===== src/hdl/tta_pkg.sv =====
//------------------------------------------------------------------------------
// tta_pkg
// Shared types and constants for the triangle tangent accumulator.
//------------------------------------------------------------------------------
package tta_pkg;

	localparam int VERTEX_COUNT = 1024;
	localparam int VIDX_W       = 10;
	localparam int POS_W        = 24;
	localparam int UV_W         = 16;
	localparam int VAL_W        = 32;
	localparam int NUM_W        = 64;
	localparam int DEN_W        = 34;
	localparam int QUO_W        = 48;

	typedef struct packed {
		logic [VIDX_W-1:0]       vertex_index;
		logic signed [POS_W-1:0] pos_x;
		logic signed [POS_W-1:0] pos_y;
		logic signed [POS_W-1:0] pos_z;
		logic signed [UV_W-1:0]  tex_u;
		logic signed [UV_W-1:0]  tex_v;
	} in_item_t;

	typedef struct packed {
		logic [VIDX_W-1:0]       out_index;
		logic signed [VAL_W-1:0] tangent_x;
		logic signed [VAL_W-1:0] tangent_y;
		logic signed [VAL_W-1:0] tangent_z;
		logic signed [VAL_W-1:0] bitangent_x;
		logic signed [VAL_W-1:0] bitangent_y;
		logic signed [VAL_W-1:0] bitangent_z;
		logic                    degenerate;
		logic                    last_of_triangle;
	} out_item_t;

	function automatic logic signed [VAL_W-1:0] half_sum(
		input logic signed [VAL_W-1:0] a,
		input logic signed [VAL_W-1:0] b
	);
		logic signed [VAL_W:0] s;
		s = {a[VAL_W-1], a} + {b[VAL_W-1], b};
		return s[VAL_W:1];
	endfunction

endpackage


===== src/hdl/tta_divider.sv =====
//------------------------------------------------------------------------------
// tta_divider
// Restoring divider, one quotient bit per cycle, with round-half-away and
// saturation to signed 32 bits.
//------------------------------------------------------------------------------
module tta_divider (
	input  logic                                 clk,
	input  logic                                 arst_n,
	input  logic                                 start,
	input  logic signed [tta_pkg::NUM_W-1:0]     num,
	input  logic signed [tta_pkg::DEN_W-1:0]     den,
	output logic                                 done,
	output logic signed [tta_pkg::VAL_W-1:0]     quo
);

	localparam int NW = tta_pkg::NUM_W;
	localparam int DW = tta_pkg::DEN_W;
	localparam int CW = $clog2(NW + 1);

	logic          busy_q;
	logic [CW-1:0] cnt_q;
	logic [NW-1:0] a_q;
	logic [DW-1:0] b_q;
	logic [DW:0]   rem_q;
	logic          neg_q;
	logic [DW:0]   trial;
	logic [DW:0]   rem_next;
	logic [NW-1:0] q_up;
	logic [DW:0]   twice_r;
	logic          rnd;
	logic [NW:0]   qr;

	always_comb begin
		trial    = {rem_q[DW-1:0], a_q[NW-1]};
		rem_next = (trial >= {1'b0, b_q}) ? trial - {1'b0, b_q} : trial;
		twice_r  = {rem_q[DW-1:0], 1'b0};
		rnd      = twice_r >= {1'b0, b_q};
		q_up     = a_q;
		qr       = {1'b0, q_up} + {{NW{1'b0}}, rnd};
	end

	always_ff @(posedge clk or negedge arst_n) begin
		if (!arst_n) begin
			busy_q <= 1'b0;
			cnt_q  <= '0;
			done   <= 1'b0;
		end else begin
			done <= 1'b0;
			if (start) begin
				busy_q <= 1'b1;
				cnt_q  <= CW'(NW);
			end else if (busy_q) begin
				if (cnt_q == '0) begin
					busy_q <= 1'b0;
					done   <= 1'b1;
				end else begin
					cnt_q <= cnt_q - 1'b1;
				end
			end
		end
	end

	// a_q shifts dividend out at the top and quotient bits in at the bottom
	always_ff @(posedge clk) begin
		if (start) begin
			a_q   <= num[NW-1] ? NW'(-num) : num;
			b_q   <= den[DW-1] ? DW'(-den) : den;
			neg_q <= num[NW-1] ^ den[DW-1];
			rem_q <= '0;
		end else if (busy_q && cnt_q != '0) begin
			rem_q <= rem_next;
			a_q   <= {a_q[NW-2:0], (trial >= {1'b0, b_q})};
		end else if (busy_q) begin
			if (!neg_q) begin
				quo <= (qr > (NW+1)'(32'h7fffffff)) ? 32'sh7fffffff : qr[31:0];
			end else begin
				quo <= (qr > (NW+1)'(33'h80000000)) ? 32'sh80000000 : 32'(-qr[31:0]);
			end
		end
	end

endmodule


===== config.mk =====
export PLATFORM = sky130hd
export DESIGN_NAME = tta_divider
export DESIGN_NICKNAME = d
export VERILOG_FILES = /design/src/hdl/tta_pkg.sv /design/src/hdl/tta_divider.sv
export SDC_FILE = /design/constraint.sdc
export NUM_CORES = 1
export LEC_CHECK = 0
export ABC_AREA = 1
export BUFFER_PORTS_ARGS = -buffer_cell sky130_fd_sc_hd__buf_2
export CORE_UTILIZATION = 30
export DETAILED_ROUTE_END_ITERATION = 8
export HOLD_SLACK_MARGIN = 0.12
export PLACE_DENSITY = 0.46
export SETUP_SLACK_MARGIN = 0.05
export SYNTH_ARGS = -nofsm -noshare
export SYNTH_HDL_FRONTEND = slang
export SYNTH_SLANG_ARGS = --single-unit

===== constraint.sdc =====
create_clock -name clk -period 4.9 [get_ports clk]
set_input_delay 0.49 -clock clk [delete_from_list [all_inputs] [get_ports clk]]
set_output_delay 0.49 -clock clk [all_outputs]
set_load 0.01 [all_outputs]

# After elaboration in Yosys (flattened, before gate mapping)
# Index checks and enable logic that the tools add are counted.
word_totals:
  input_bits: 101
  reg_bits: 174
  out_inout_bits: 33
classes:
  reduce_logical: 7
  add_sub_neg: 6
  order_cmp: 4
  n_eq_ne: 1
  mux: 17
  n_bitwise: 3
ops:
  columns: ["op", "n"]
  rows:
  - ["$mux W64", 3]
  - ["$mux W32", 3]
  - ["$ge A35 B34 Y1", 2]
  - ["$add A64 B1 Y65", 1]
  - ["$gt A65 B31 Y1 const B", 1]
  - ["$gt A65 B32 Y1 const B", 1]
  - ["$neg A64 Y64", 1]
  - ["$mux W34", 1]
  - ["$neg A34 Y34", 1]
  - ["$sub A34 B34 Y34", 1]
  - ["$mux W33", 1]
  - ["$neg A32 Y32", 1]
  - ["$mux W7", 3]
  - ["$logic_not A7 Y1", 1]
  - ["$reduce_bool A7 Y1", 1]
  - ["$sub A7 B1 Y7 const B", 1]
  - ["$mux W1", 6]
  - ["$reduce_bool A2 Y1", 2]
  - ["$reduce_and A3 Y1", 1]
  - ["$ne A2 B2 Y1 const B", 1]
  - ["$not A1 Y1", 2]
  - ["$reduce_and A2 Y1", 1]
  - ["$logic_and A1 B1 Y1", 1]
  - ["$xor A1 B1 Y1", 1]

# Longest topological paths before layout
# Gate-level depths: netlist of run 1.
logic_depth:
  word_depth: 5
  ltp_mapped: 30
  ltp_nobuf: 29

# Least setup slack after synthesis of run 1
# Ideal clock, no wire load.
synth_timing:
  path_type: "register -> register"
  from: "register b_q[18]"
  to: "register quo[24] (netlist bit), data pin"
  slack_ps: 799
  setup_time_ps: 253
  period_less_slack_ps: 4101
  path_stages_with_launch: 26
  t_required_ps: 4647
  arrival_ps: 3848
  cell_sequence: "edfxtp_1 -> inv_1 -> ha_1 -> a21o_1 -> inv_1 -> o21ai_0 -> o21bai_1 -> a21oi_1 -> nor2_1 -> a311o_1 -> ha_1 -> ha_1 -> nand3_4 -> nor2_8 -> xnor2_1 -> inv_1 -> nor2_1 -> nand2_1 -> nor2_1 -> nand2_1 -> nor2_1 -> nand2_1 -> xor2_1 -> clkinv_1 -> nand3_1 -> nand2_1"
synth_via:
  elab_chain_len: 5
  elab_cells_between_ends: 8
  classes_between: "2 x add/sub; 3 x order compare; 3 x mux"
synth_rtl:
  columns: ["element", "line", "source"]
  rows:
  - ["start: declaration", "tta_divider.sv:23", "logic [DW-1:0] b_q;"]
  - ["start signal: assignment", "tta_divider.sv:67", "b_q <= den[DW-1] ? DW'(-den) : den;"]
  - ["$ge A35 B34 Y1 (*)", "tta_divider.sv:37", "rnd = twice_r >= {1'b0, b_q};"]
  - ["$add A64 B1 Y65 (*)", "tta_divider.sv:39", "qr = {1'b0, q_up} + {{NW{1'b0}}, rnd};"]
  - ["$gt A65 B31 Y1 (tied with other cells)", "tta_divider.sv:75", "quo <= (qr > (NW+1)'(32'h7fffffff)) ? 32'sh7fffffff : qr[31:0];"]
  - ["$mux W32 (on tied branches)", "tta_divider.sv:75, tta_divider.sv:77", null]
  - ["$mux W32 (*)", "tta_divider.sv:74", "if (!neg_q) begin"]
  - ["end signal: assignment", "tta_divider.sv:75", null]
  - ["end signal: assignment", "tta_divider.sv:77", "quo <= (qr > (NW+1)'(33'h80000000)) ? 32'sh80000000 : 32'(-qr[31:0]);"]
  - ["end: declaration", "tta_divider.sv:13", "output logic signed [tta_pkg::VAL_W-1:0] quo"]
# Mark *: on every way between the ends. The rest lies on a longest branch, timed or not.
# A chain may end at the register's enable or synchronous reset.

# Final worst setup path of run 1
layout_timing:
  from: "register b_q[32]"
  to: "register quo[31] (netlist bit), data pin"
# Same word-level chain as after synthesis.

==> reports/metrics.csv, run 1 <==
stage,metric,value,unit
synth,synth_mux_area_share,0,%
sta,drv_slew,0,
setup_path,critPathLaunchType,register,
layout,final_util,35.2,%
synth,synth.yosys.warnings,0,
run,maxCapViolations,0,
synth,synth_top_family_by_area,simple AND/OR/NAND/NOR gates,
pwr,power.leakage,7.63,nW
drt,drt_first_iter_violations,905,
clocking,clkSlewWorstSetupHoldPaths,0.08,ns
drt,detail_route.first_pass.iterations,5,
clocking,cts_buffers,17,
sta,fin_crit,4.45,ns
global_route,grt_max_degree,72,
layout,fillCellCount,5548,
global_route,grt_pass1_wl,85.0,mm
synth,syn_avg_cell_area,6.53,sq um
floorplan,die_w,227,um
pwr,power,6.69,mW
sta,fin_crit_sh,90.9,%
sta,max_slew_margin,34.5,%
layout,fin_cells,3164,
synth,seq_area_frac_synth,31.7,%
drt,ant_nets,0,
synth,synthXorXnorAreaFrac,8.54,%
clocking,cts_root_buffer,clkbuf_16,
drt,drcViolationCount,0,
sta,setup_viol,0,
synth,syn-instance-count,2336,
synth,yosys.area_share.simple,38.5,%
clocking,htreeDepth,4,
global_route,grt-ovfl-total,0,
sta,max_freq,225,MHz
synth,synth_cell_types,51,
placement,dp_hpwl,45.5,mm
global_route,antenna_found_initial,5,
setup_path,critPathKind,reg -> reg,
clocking,cts_tree,built,
placement,port_buffers,133,
floorplan,core_area,50200,sq um
floorplan,initial_core_util,30.4,%
floorplan,die_area,51700,sq um
placement,gp_congestion,0.918,
synth,ys_seq_elements,174,
layout,multi_input_area,9380,sq um
global_route,grt_pass1_vias,14903,
synth,synth_nets,2480,
clocking,clk-insertion-delay-late,0.49,ns
placement,dp.cells,3126,
sta,fin_tns_setup,0,ns
sta,finalHoldViolations,0,
layout,syn2layout_area_growth,15.8,%
drt,wl,54.9,mm
synth,synth_edf_count,131,
global_route,grt_usage,21.7,%
clocking,cts_sinks,174,
drt,via_count,15498,
floorplan,ios,134,
pwr,peakVddDrop,255,uV
drt,viasPerCell,4.90,
setup_path,cp_max_fo,30,
synth,netlist_area,15200,sq um
sta,fin_skew,0.0148,ns
pwr,cellPowerDensity,379,nW/um^2
floorplan,fp.dieH,227,um
floorplan,fp-row-count,82,
min_path,hold_path_class,in -> reg,
synth,synthArstFlopShare,5.17,%
clocking,cts.path.max_buffers,2,
setup_path,cp.required,5.12,ns
outcome,outcome,finished clean,
synth,synth_compound_area_share,9.62,%
layout,ff_latch_area,4840,sq um
setup_path,worst_ep_arrival_time,4.67,ns
layout,fin_nets,2621,
layout,drive_above_1_share,11.4,%
setup_path,cp-end-kind,register,
drt,wl_per_cell,17.4,um
synth,synth-adder-area-share,3.58,%
sta,worstMarginPinSlew,0.977,ns
synth,ys.flop_type,edfxtp_1,
## per-stage QoR
step / hold WS, ns / setup slack [ns] / instance area (sq um)
CTS: 0.245 / 0.104 / 17500
floorplan: 0.194 / 0.799 / 15200
global route: 0.248 / -0.00505 / 17600
global placement: 0.356 / 0.0822 / 16800
detailed placement: 0.358 / 0.0380 / 16800
finish: 0.272 / 0.448 / 17600
## routing by layer
layer | GRT usage, % | vias up | routed length (um)
met4 | 6.43 | 6 | 1200
li1 | - | 7856 | -
met1 | 27.8 | 7233 | 24900
met2 | 37.3 | 335 | 26600
met5 | 0 | - | 35
met3 | 3.48 | 68 | 2150
## path summary, 6_finish.rpt
check | startpoint | endpoint | slack [ns] | depth (start not counted)
hold / removal | den[0] | b_q[0]$_DFFE_PP_ | 0.27 | 1
setup reg to reg | b_q[32]$_DFFE_PP_ | quo[31]$_DFFE_PP_ | 0.45 | 26
min in group asynchronous | arst_n | cnt_q[6]$_DFFE_PN0P_ | 0.38 | 2
hold reg to reg | rem_q[26]$_SDFFE_PP0P_ | rem_q[26]$_SDFFE_PP0P_ | 0.47 | 2
max in group asynchronous | arst_n | done$_DFF_PN0_ | 4.33 | 2
setup / recovery | b_q[32]$_DFFE_PP_ | quo[31]$_DFFE_PP_ | 0.45 | 26
## cells by family after synthesis
group                    after synthesis
AO/OA/AOI/OAI                        269
flip-flops                           174
adder cells (fa/ha/maj)               43
AND/OR/NAND/NOR                     1390
buffers and inverters                314
XOR/XNOR                             146
## state kept, by name (all words and copies together) (netlist names)
register	flops
b_q	34
quo	32
busy_q	1
cnt_q	7
rem_q	34
neg_q	1
done	1
a_q	64
## synthesized netlist by cell type (6+ instances only)
master / n / area share [%]
nand2_1: 698 / 17
nor2_1: 367 / 9.0
inv_1: 255 / 6.3
nand3_1: 159 / 5.2
o21ai_0: 145 / 4.8
edfxtp_1: 131 / 26
xor2_1: 94 / 5.4
a21oi_1: 67 / 2.2
xnor2_1: 49 / 2.8
nand4_1: 47 / 1.9
ha_1: 42 / 3.4
nor3_1: 41 / 1.3
clkbuf_1: 35 / 0.86
dfxtp_1: 34 / 4.5
nand3b_1: 14 / 0.69
nor4_1: 13 / 0.53
or2_2: 12 / 0.49
nand2_2: 11 / 0.45
nor2_2: 11 / 0.45
o211ai_1: 11 / 0.54
a21o_1: 10 / 0.49
dfrtp_1: 9 / 1.5
o21ai_1: 9 / 0.30
o31ai_1: 7 / 0.34
buf_1: 6 / 0.15
## layout make-up
cell class	count	share of cell area, %
Antenna cell	2	0.0284
Clock buffer	22	2.93
Multi-Input combinational cell	1848	53.2
Clock inverter	10	0.489
Sequential cell	174	27.4
Inverter	264	5.62
Timing Repair Buffer	172	5.59
Tap cell	672	4.76
## report_power, final
| group | leakage [nW] | internal, mW | total, mW | switching (mW) |
|---|---|---|---|---|
| clock | 0.298 | 0.761 | 1.41 | 0.651 |
| sequential | 1.72 | 1.99 | 2.38 | 0.399 |
| combinational | 5.61 | 1.01 | 2.90 | 1.89 |
| total | 7.63 | 3.75 | 6.69 | 2.94 |
## layout by cell type, fill, tap and decap left out, types with 17 or more instances in the layout
cell type  count
xor2_1        91
nand2_1      695
nor2_2        17
nand3_1      158
edfxtp_1     131
inv_1        253
xnor2_1       44
nand4_1       47
buf_2        133
clkbuf_16     19
ha_1          40
nor3_1        39
o21ai_0      142
dfxtp_1       34
a21oi_1       67
nor2_1       357
buf_4         36
## timing repair
item / 4_1_cts / 5_1_grt
hold buffers: 1 / 0
pin swaps: 0 / 2
hold endpoints to repair: 9 / 0
setup buffers: 0 / 3
resized for setup: 2 / 33
endpoints found under the setup margin: 2 / 32
## critical path: stages (launching register included)
cell and delay, ns:
edfxtp_1 0.33, inv_1 0.04, ha_1 0.33, inv_1 0.09, nor2_1 0.08, nand2_1 0.11, nor4_2 0.21, nand2_1 0.13
nor2_1 0.13, a311o_1 0.18, ha_2 0.22, buf_4 0.13, nand3_2 0.15, nor2_4 0.26, nand3_2 0.16, nor2_2 0.31
nand3b_1 0.11, nand2_1 0.10, nand3_1 0.10, nor2_1 0.16, nand2_1 0.08, nor2_2 0.18, buf_4 0.14, nand2_1 0.05
nand2_2 0.10, buf_12 0.18, a21oi_1 0.08
Power figures use the tool's default switching activity.
==> run 2, diff against run 1 <==
--- a/config.mk
+++ b/config.mk
@@ -7,10 +7,10 @@
 export LEC_CHECK = 0
 export ABC_AREA = 1
 export BUFFER_PORTS_ARGS = -buffer_cell sky130_fd_sc_hd__buf_2
-export CORE_UTILIZATION = 30
+export CORE_UTILIZATION = 48
 export DETAILED_ROUTE_END_ITERATION = 8
 export HOLD_SLACK_MARGIN = 0.12
-export PLACE_DENSITY = 0.46
+export PLACE_DENSITY = 0.66
 export SETUP_SLACK_MARGIN = 0.05
 export SYNTH_ARGS = -nofsm -noshare
 export SYNTH_HDL_FRONTEND = slang
==> reports/metrics.csv, run 2 (synthesis results as in run 1) <==
stage,metric,value,unit
outcome,outcome,finished clean,
setup_path,cp_max_fo,19,
sta,drv_slew,0,
layout,mostFrequentLayoutCells,"nand2_1 (694), nor2_1 (361), inv_1 (253)",
sta,fin_crit,4.56,ns
global_route,antenna_found_initial,9,
global_route,grt_pass1_vias,15484,
clocking,cts_tree,built,
run,maxCapViolations,0,
pwr,cellPowerDensity,386,nW/um^2
min_path,min_path_cells,1,
sta,setup_slack,0.343,ns
pwr,switchingPower,2.94,mW
placement,dp_hpwl,42.0,mm
drt,ant_nets,0,
sta,worstMarginPinSlew,0.923,ns
global_route,grt_usage,32.1,%
floorplan,fp-row-count,64,
layout,fin_nets,2651,
global_route,grt_max_degree,72,
layout,regMostFlops,a_q,
sta,rsz0062_at_grt,no,
clocking,cts.path.max_buffers,2,
setup_path,reg2reg_from,b_q[18]$_DFFE_PP_,
floorplan,ios,134,
placement,gp_congestion,0.978,
setup_path,r2r_end,quo[4]$_DFFE_PP_,
drt,wl_per_cell,17.6,um
setup_path,r2r_cells,24,
sta,max_freq,219,MHz
pwr,clock_power_share,21.2,%
clocking,clk-insertion-delay-late,0.46,ns
layout,top_regs,"a_q: 64 flops, b_q: 34 flops, rem_q: 34 flops",
setup_path,crit_start,b_q[18]$_DFFE_PP_,
layout,fillCellCount,3070,
sta,fin_crit_sh,93.0,%
clocking,clkSlewWorstSetupHoldPaths,0.07,ns
floorplan,die_area,32500,sq um
setup_path,worst_ep_arrival_time,4.88,ns
layout,multi_input_area,9310,sq um
pwr,power.leakage,7.73,nW
layout,fin_cells,2922,
clocking,cts_sinks,174,
layout,final_util,56.5,%
drt,drt_first_iter_violations,1243,
setup_path,critPathLaunchType,register,
global_route,grt-ovfl-total,0,
drt,wl,51.4,mm
drt,drcViolationCount,0,
pwr,peakVddDrop,286,uV
pwr,internal-power,3.80,mW
drt,via_count,15954,
setup_path,cp.required,5.22,ns
layout,final_common_cell,nand2_1,
sta,fin_tns_setup,0,ns
drt,detail_route.first_pass.iterations,5,
layout,drive_above_1_share,11.9,%
drt,viasPerCell,5.46,
sta,fin_skew,0.0114,ns
placement,port_buffers,133,
pwr,sequentialPowerShare,35.1,%
placement,dp.cells,2882,
floorplan,die_w,180,um
pwr,combPwrFrac,43.7,%
sta,setup_viol,0,
clocking,htreeDepth,4,
setup_path,cp-end-kind,register,
clocking,cts_root_buffer,clkbuf_16,
setup_path,reg2reg_slack,0.34,ns
global_route,grt_pass1_wl,81.8,mm
min_path,hold_path_class,in -> reg,
floorplan,initial_core_util,49.3,%
floorplan,core_area,30900,sq um
floorplan,fp.dieH,180,um
setup_path,critPathKind,reg -> reg,
layout,syn2layout_area_growth,14.5,%
clocking,cts_buffers,17,
pwr,sw_frac_of_total,43.6,%
placement,pre_cts_ws,-0.103,ns
layout,ff_latch_area,4840,sq um
setup_path,cp-endpoint,quo[4]$_DFFE_PP_,
layout,largest_register_ffs,64,
sta,max_slew_margin,38.5,%
sta,finalHoldViolations,0,
## run 2: changes by cell type in the layout (fill, tap and decap cells not counted), moves of 3 or more
cell        delta
o21ai_1        -3
clkinvlp_4     +4
xnor2_1        +5
clkbuf_8       -3
buf_4         +30
o21ai_0        +3
xnor2_2        -3
nor2_1         +4
diode_2        +4
nor2_2         -4
## run 2: critical path, cell delays in order, from the launching register on
cell and delay [ns]:
edfxtp_1 0.32, inv_1 0.04, ha_1 0.35, a21o_1 0.20, inv_1 0.06, o21ai_0 0.17
o21bai_1 0.22, a21oi_1 0.16, nor2_1 0.06, a311o_1 0.35, ha_4 0.21, ha_4 0.18
nand3_4 0.14, buf_4 0.16, xor2_4 0.20, nand4_1 0.15, nor2_2 0.18, nand2_1 0.13
nand3b_1 0.25, nor3_2 0.25, nand2_1 0.11, nand2_4 0.17, buf_12 0.18, nand3_1 0.10
nand2_1 0.09
## run 2: worst min-delay path by stage
stage,from,end
floorplan,arst_n,busy_q$_DFF_PN0_
global placement,arst_n,done$_DFF_PN0_
global route,den[0],b_q[0]$_DFFE_PP_
finish,den[0],b_q[0]$_DFFE_PP_
CTS,den[0],b_q[0]$_DFFE_PP_
detailed placement,arst_n,done$_DFF_PN0_
## run 2: timing repair
item	CTS	global route
hold buffers	1	0
pin swaps	0	1
gates resized for setup	2	18
setup endpoints to repair	28	32
setup buffers	0	1
hold endpoints to repair	9	0
## run 2: layout make-up
| class | count | share of cell area (%) |
|---|---|---|
| diodes | 6 | 0.0860 |
| clock buffers | 17 | 2.44 |
| clock inverters | 15 | 1.02 |
| inverters | 264 | 5.68 |
| multi-input cells | 1848 | 53.3 |
| flip-flops and latches | 174 | 27.7 |
| well taps | 396 | 2.84 |
| repair buffers | 202 | 6.94 |
## run 2: power groups by stage
stage | logic (mW) | clock network [mW] | registers, mW
2_1_floorplan | 2.02 | 0 | 2.24
3_3_place_gp | 2.85 | 0 | 2.37
3_5_place_dp | 2.86 | 0 | 2.38
4_1_cts | 2.89 | 1.45 | 2.35
5_1_grt | 3.32 | 1.50 | 2.41
6_report | 2.94 | 1.43 | 2.37
## run 2: per-layer routing
metal / wire length [um] / up-vias / GRT usage, %
li1: - / 7936 / -
met1: 21400 / 7433 / 38.8
met2: 25500 / 479 / 56.8
met3: 2880 / 102 / 5.38
met4: 1670 / 4 / 12.0
met5: 22 / - / 0
## run 2: through the flow
| step | hold WS (ns) | cell area [sq um] | total power [mW] |
|---|---|---|---|
| finish | 0.246 | 17500 | 6.74 |
| global route | 0.239 | 17500 | 7.22 |
| CTS | 0.228 | 17300 | 6.70 |
| detailed placement | 0.363 | 16700 | 5.24 |
| global placement | 0.350 | 16700 | 5.22 |
| floorplan | 0.194 | 15200 | 4.26 |
==> run 3, diff against run 2 <==
--- a/config.mk
+++ b/config.mk
@@ -5,13 +5,13 @@
 export SDC_FILE = /design/constraint.sdc
 export NUM_CORES = 1
 export LEC_CHECK = 0
-export ABC_AREA = 1
 export BUFFER_PORTS_ARGS = -buffer_cell sky130_fd_sc_hd__buf_2
 export CORE_UTILIZATION = 48
 export DETAILED_ROUTE_END_ITERATION = 8
 export HOLD_SLACK_MARGIN = 0.12
-export PLACE_DENSITY = 0.66
+export PLACE_DENSITY = 0.67
 export SETUP_SLACK_MARGIN = 0.05
+export SLEW_MARGIN = 20
 export SYNTH_ARGS = -nofsm -noshare
 export SYNTH_HDL_FRONTEND = slang
 export SYNTH_SLANG_ARGS = --single-unit
==> reports/metrics.csv, run 3 <==
stage,metric,value,unit
pwr,internal-power,3.13,mW
synth,syn_avg_cell_area,8.49,sq um
placement,dp_hpwl,27.4,mm
global_route,grt.busiest_layer,met2,
layout,regMostFlops,a_q,
setup_path,cp_max_fo,7,
synth,synth_edf_count,131,
synth,synth_top_family_by_area,simple AND/OR/NAND/NOR gates,
setup_path,cp_common_cell,a21o_1,
layout,top_regs,"a_q: 64 flops, b_q: 34 flops, rem_q: 34 flops",
setup_path,r2r_end,quo[3]$_DFFE_PP_,
synth,synth.largest_area_cell,edfxtp_1,
synth,synth-adder-area-share,3.98,%
placement,port_buffers,133,
setup_path,r2r_cells,21,
clocking,cts_sinks,174,
clocking,clk-insertion-delay-late,0.44,ns
clocking,cts_tree,built,
synth,synthArstFlopShare,5.17,%
clocking,cts.path.max_buffers,2,
sta,rsz0062_at_grt,yes,
global_route,met3_usage,3.31,%
floorplan,ios,134,
sta,worstMarginPinSlew,1.07,ns
layout,syn2layout_area_growth,24.3,%
setup_path,cp.required,5.16,ns
sta,setup_viol,28,
sta,fin_tns_setup,-1.09,ns
sta,finalHoldViolations,0,
outcome,failed_checks,negative setup slack,
global_route,grt_pass1_wl,60.9,mm
synth,ys.flop_type,edfxtp_1,
placement,dp.cells,2190,
drt,viasPerCell,5.91,
pwr,cellPowerDensity,284,nW/um^2
layout,largest_register_ffs,64,
drt,via_count,13312,
synth,synth_top_area_share,28.7,%
setup_path,slowest_delay,0.49,ns
setup_path,reg2reg_from,b_q[28]$_DFFE_PP_,
pwr,combPwrFrac,27.6,%
layout,fin_cells,2252,
setup_path,worst_ep_arrival_time,5.24,ns
synth,synth_mux_area_share,1.63,%
setup_path,reg2reg_slack,-0.07,ns
setup_path,path_buf_inv,3,
sta,setup_slack,-0.0738,ns
synth,ys_seq_elements,174,
synth,netlist_area,13700,sq um
sta,drv_slew,0,
floorplan,die_w,171,um
min_path,min_path_cells,1,
floorplan,core_area,27900,sq um
synth,synth_compound_area_share,21.8,%
setup_path,critPathKind,reg -> reg,
pwr,clock_power_share,29.1,%
synth,synth_common_cells,"nand2_1 (139), edfxtp_1 (131), nor2_1 (128)",
sta,max_freq,201,MHz
setup_path,cp.depth,21,
pwr,switchingPower,1.71,mW
setup_path,critPathLaunchType,register,
layout,mostFrequentLayoutCells,"buf_4 (164), nand2_1 (137), buf_2 (132)",
pwr,sw_frac_of_total,35.3,%
outcome,outcome,"complete, but fails checks",
layout,drive_above_1_share,23.9,%
global_route,use_met1,37.3,%
drt,ant_nets,0,
pwr,peakVddDrop,232,uV
drt,detail_route.first_pass.iterations,6,
clocking,clkSlewWorstSetupHoldPaths,0.07,ns
clocking,cts_root_buffer,clkbuf_16,
min_path,hp-start,den[0],
sta,fin_skew,0.0144,ns
floorplan,initial_core_util,49.1,%
layout,fillCellCount,2470,
global_route,grt_usage,25.8,%
floorplan,fp-row-count,61,
global_route,grt-ovfl-total,0,
sta,fin_crit,4.97,ns
synth,yosys.area_share.simple,23.5,%
run,maxCapViolations,0,
clocking,htreeDepth,4,
setup_path,path_cells,"inv_2, ha_4, a21o_1, a21o_1, a21o_1, a221oi_2, o21a_1, o21ai_2, ha_2, ha_4, or4b_1, a21o_1, a2111oi_4, nand4_1, nor4_4, a21oi_2, nor4_4, buf_6, buf_8, o21ai_1, a22oi_1",
min_path,holdPathEnd,b_q[0]$_DFFE_PP_,
floorplan,die_area,29300,sq um
synth,synth_cell_types,82,
layout,fin_nets,2002,
drt,wl,37.6,mm
drt,drcViolationCount,0,
min_path,hold_path_class,in -> reg,
synth,synth.yosys.warnings,0,
synth,synth_area_leaders,"edfxtp_1 (29%), xor2_1 (5.5%), dfxtp_1 (5.0%)",
global_route,grt_use_met2,40.5,%
drt,wl_per_cell,16.7,um
synth,synthXorXnorAreaFrac,9.26,%
setup_path,critical_path.slowest_cell,or4b_1,
global_route,grt_max_degree,72,
placement,gp_congestion,0.906,
global_route,antenna_found_initial,5,
synth,seq_area_frac_synth,35.3,%
synth,yosysMostFrequentCell,nand2_1,
layout,final_common_cell,buf_4,
global_route,grt_pass1_vias,12201,
pwr,sequentialPowerShare,43.3,%
clocking,cts_buffers,17,
drt,drt_first_iter_violations,1056,
setup_path,critPathTopFamily,compound AO/OA/AOI/OAI gates,
synth,synth_nets,1760,
floorplan,fp.dieH,171,um
pwr,power.leakage,6.84,nW
synth,syn-instance-count,1616,
sta,fin_crit_sh,102,%
sta,max_slew_margin,27.8,%
setup_path,cp-end-kind,register,
-- run 3: worst max path at each step --
stage / slack, ns / endpoint / start
global placement: -0.22 / quo[28]$_DFFE_PP_ / b_q[24]$_DFFE_PP_
global route: -0.31 / quo[15]$_DFFE_PP_ / b_q[29]$_DFFE_PP_
floorplan: 0.07 / quo[20]$_DFFE_PP_ / b_q[24]$_DFFE_PP_
CTS: 0.02 / quo[2]$_DFFE_PP_ / b_q[28]$_DFFE_PP_
detailed placement: -0.36 / quo[28]$_DFFE_PP_ / b_q[24]$_DFFE_PP_
finish: -0.07 / quo[3]$_DFFE_PP_ / b_q[28]$_DFFE_PP_
-- run 3: power groups by stage --
stage	Clock (mW)	Combinational, mW	Sequential (mW)
after global placement	0	1.22	2.11
after detailed placement	0	1.25	2.12
final	1.41	1.34	2.09
after floorplan	0	0.911	1.99
after global routing	1.48	1.48	2.12
after CTS	1.42	1.29	2.09
-- run 3: worst reg2reg max path, stage by stage (launching register included) --
cell and delay [ns]:
edfxtp_1 0.39, inv_2 0.09, ha_4 0.21, a21o_1 0.18
a21o_1 0.16, a21o_1 0.19, a221oi_2 0.34, o21a_1 0.20
o21ai_2 0.07, ha_2 0.20, ha_4 0.17, or4b_1 0.50
a21o_1 0.21, a2111oi_4 0.44, nand4_1 0.26, nor4_4 0.30
a21oi_2 0.11, nor4_4 0.22, buf_6 0.18, buf_8 0.13
o21ai_1 0.07, a22oi_1 0.19
-- run 3: cell type report --
class                      count  area [sq um]  area share, %
antenna                        3          7.51         0.0440
inverter                      68           255           1.50
clock inverter                14           141          0.829
sequential                   174          4840           28.4
clock buffer                  18           450           2.64
timing repair buffer         312          2110           12.4
multi-input combinational   1285          8770           51.5
tap                          378           473           2.77
-- run 3: logic make-up after synthesis --
kind of cell / Yosys count
AOI/OAI and AO/OA: 463
and+or+nand+nor: 612
xor gates and xnor gates: 145
adders and majority gates: 43
muxes: 22
DFF: 174
buffers and inverters: 157
-- run 3: per-layer routing --
metal | share of wire (%) | vias to the layer above | wire [um]
li1 | - | 6565 | -
met1 | 48 | 6279 | 17800
met2 | 45 | 403 | 17000
met3 | 5.8 | 59 | 2190
met4 | 1.4 | 6 | 511
met5 | 0.10 | - | 39
-- run 3: through the flow --
| stage | cell area, sq um | hold WS [ns] | setup WS (ns) | util, % | power, mW |
|---|---|---|---|---|---|
| after floorplan | 13800 | 0.194 | 0.0685 | - | 2.91 |
| after global placement | 15700 | 0.349 | -0.219 | 56.2 | 3.34 |
| after detailed placement | 15700 | 0.349 | -0.362 | 56.2 | 3.36 |
| after CTS | 16700 | 0.275 | 0.0158 | 59.9 | 4.80 |
| after global routing | 17000 | 0.272 | -0.311 | 61.0 | 5.08 |
| final | 17000 | 0.279 | -0.0738 | 61.0 | 4.84 |
-- run 3: repair_timing --
action / 4_1_cts / 5_1_grt
pin swaps: 13 / 54
endpoints found under the setup margin: 32 / 32
buffers inserted: 19 / 4
cloned: 2 / 1
endpoints found under the hold margin: 9 / 0
hold buffers: 1 / 0
gates resized for setup: 44 / 76
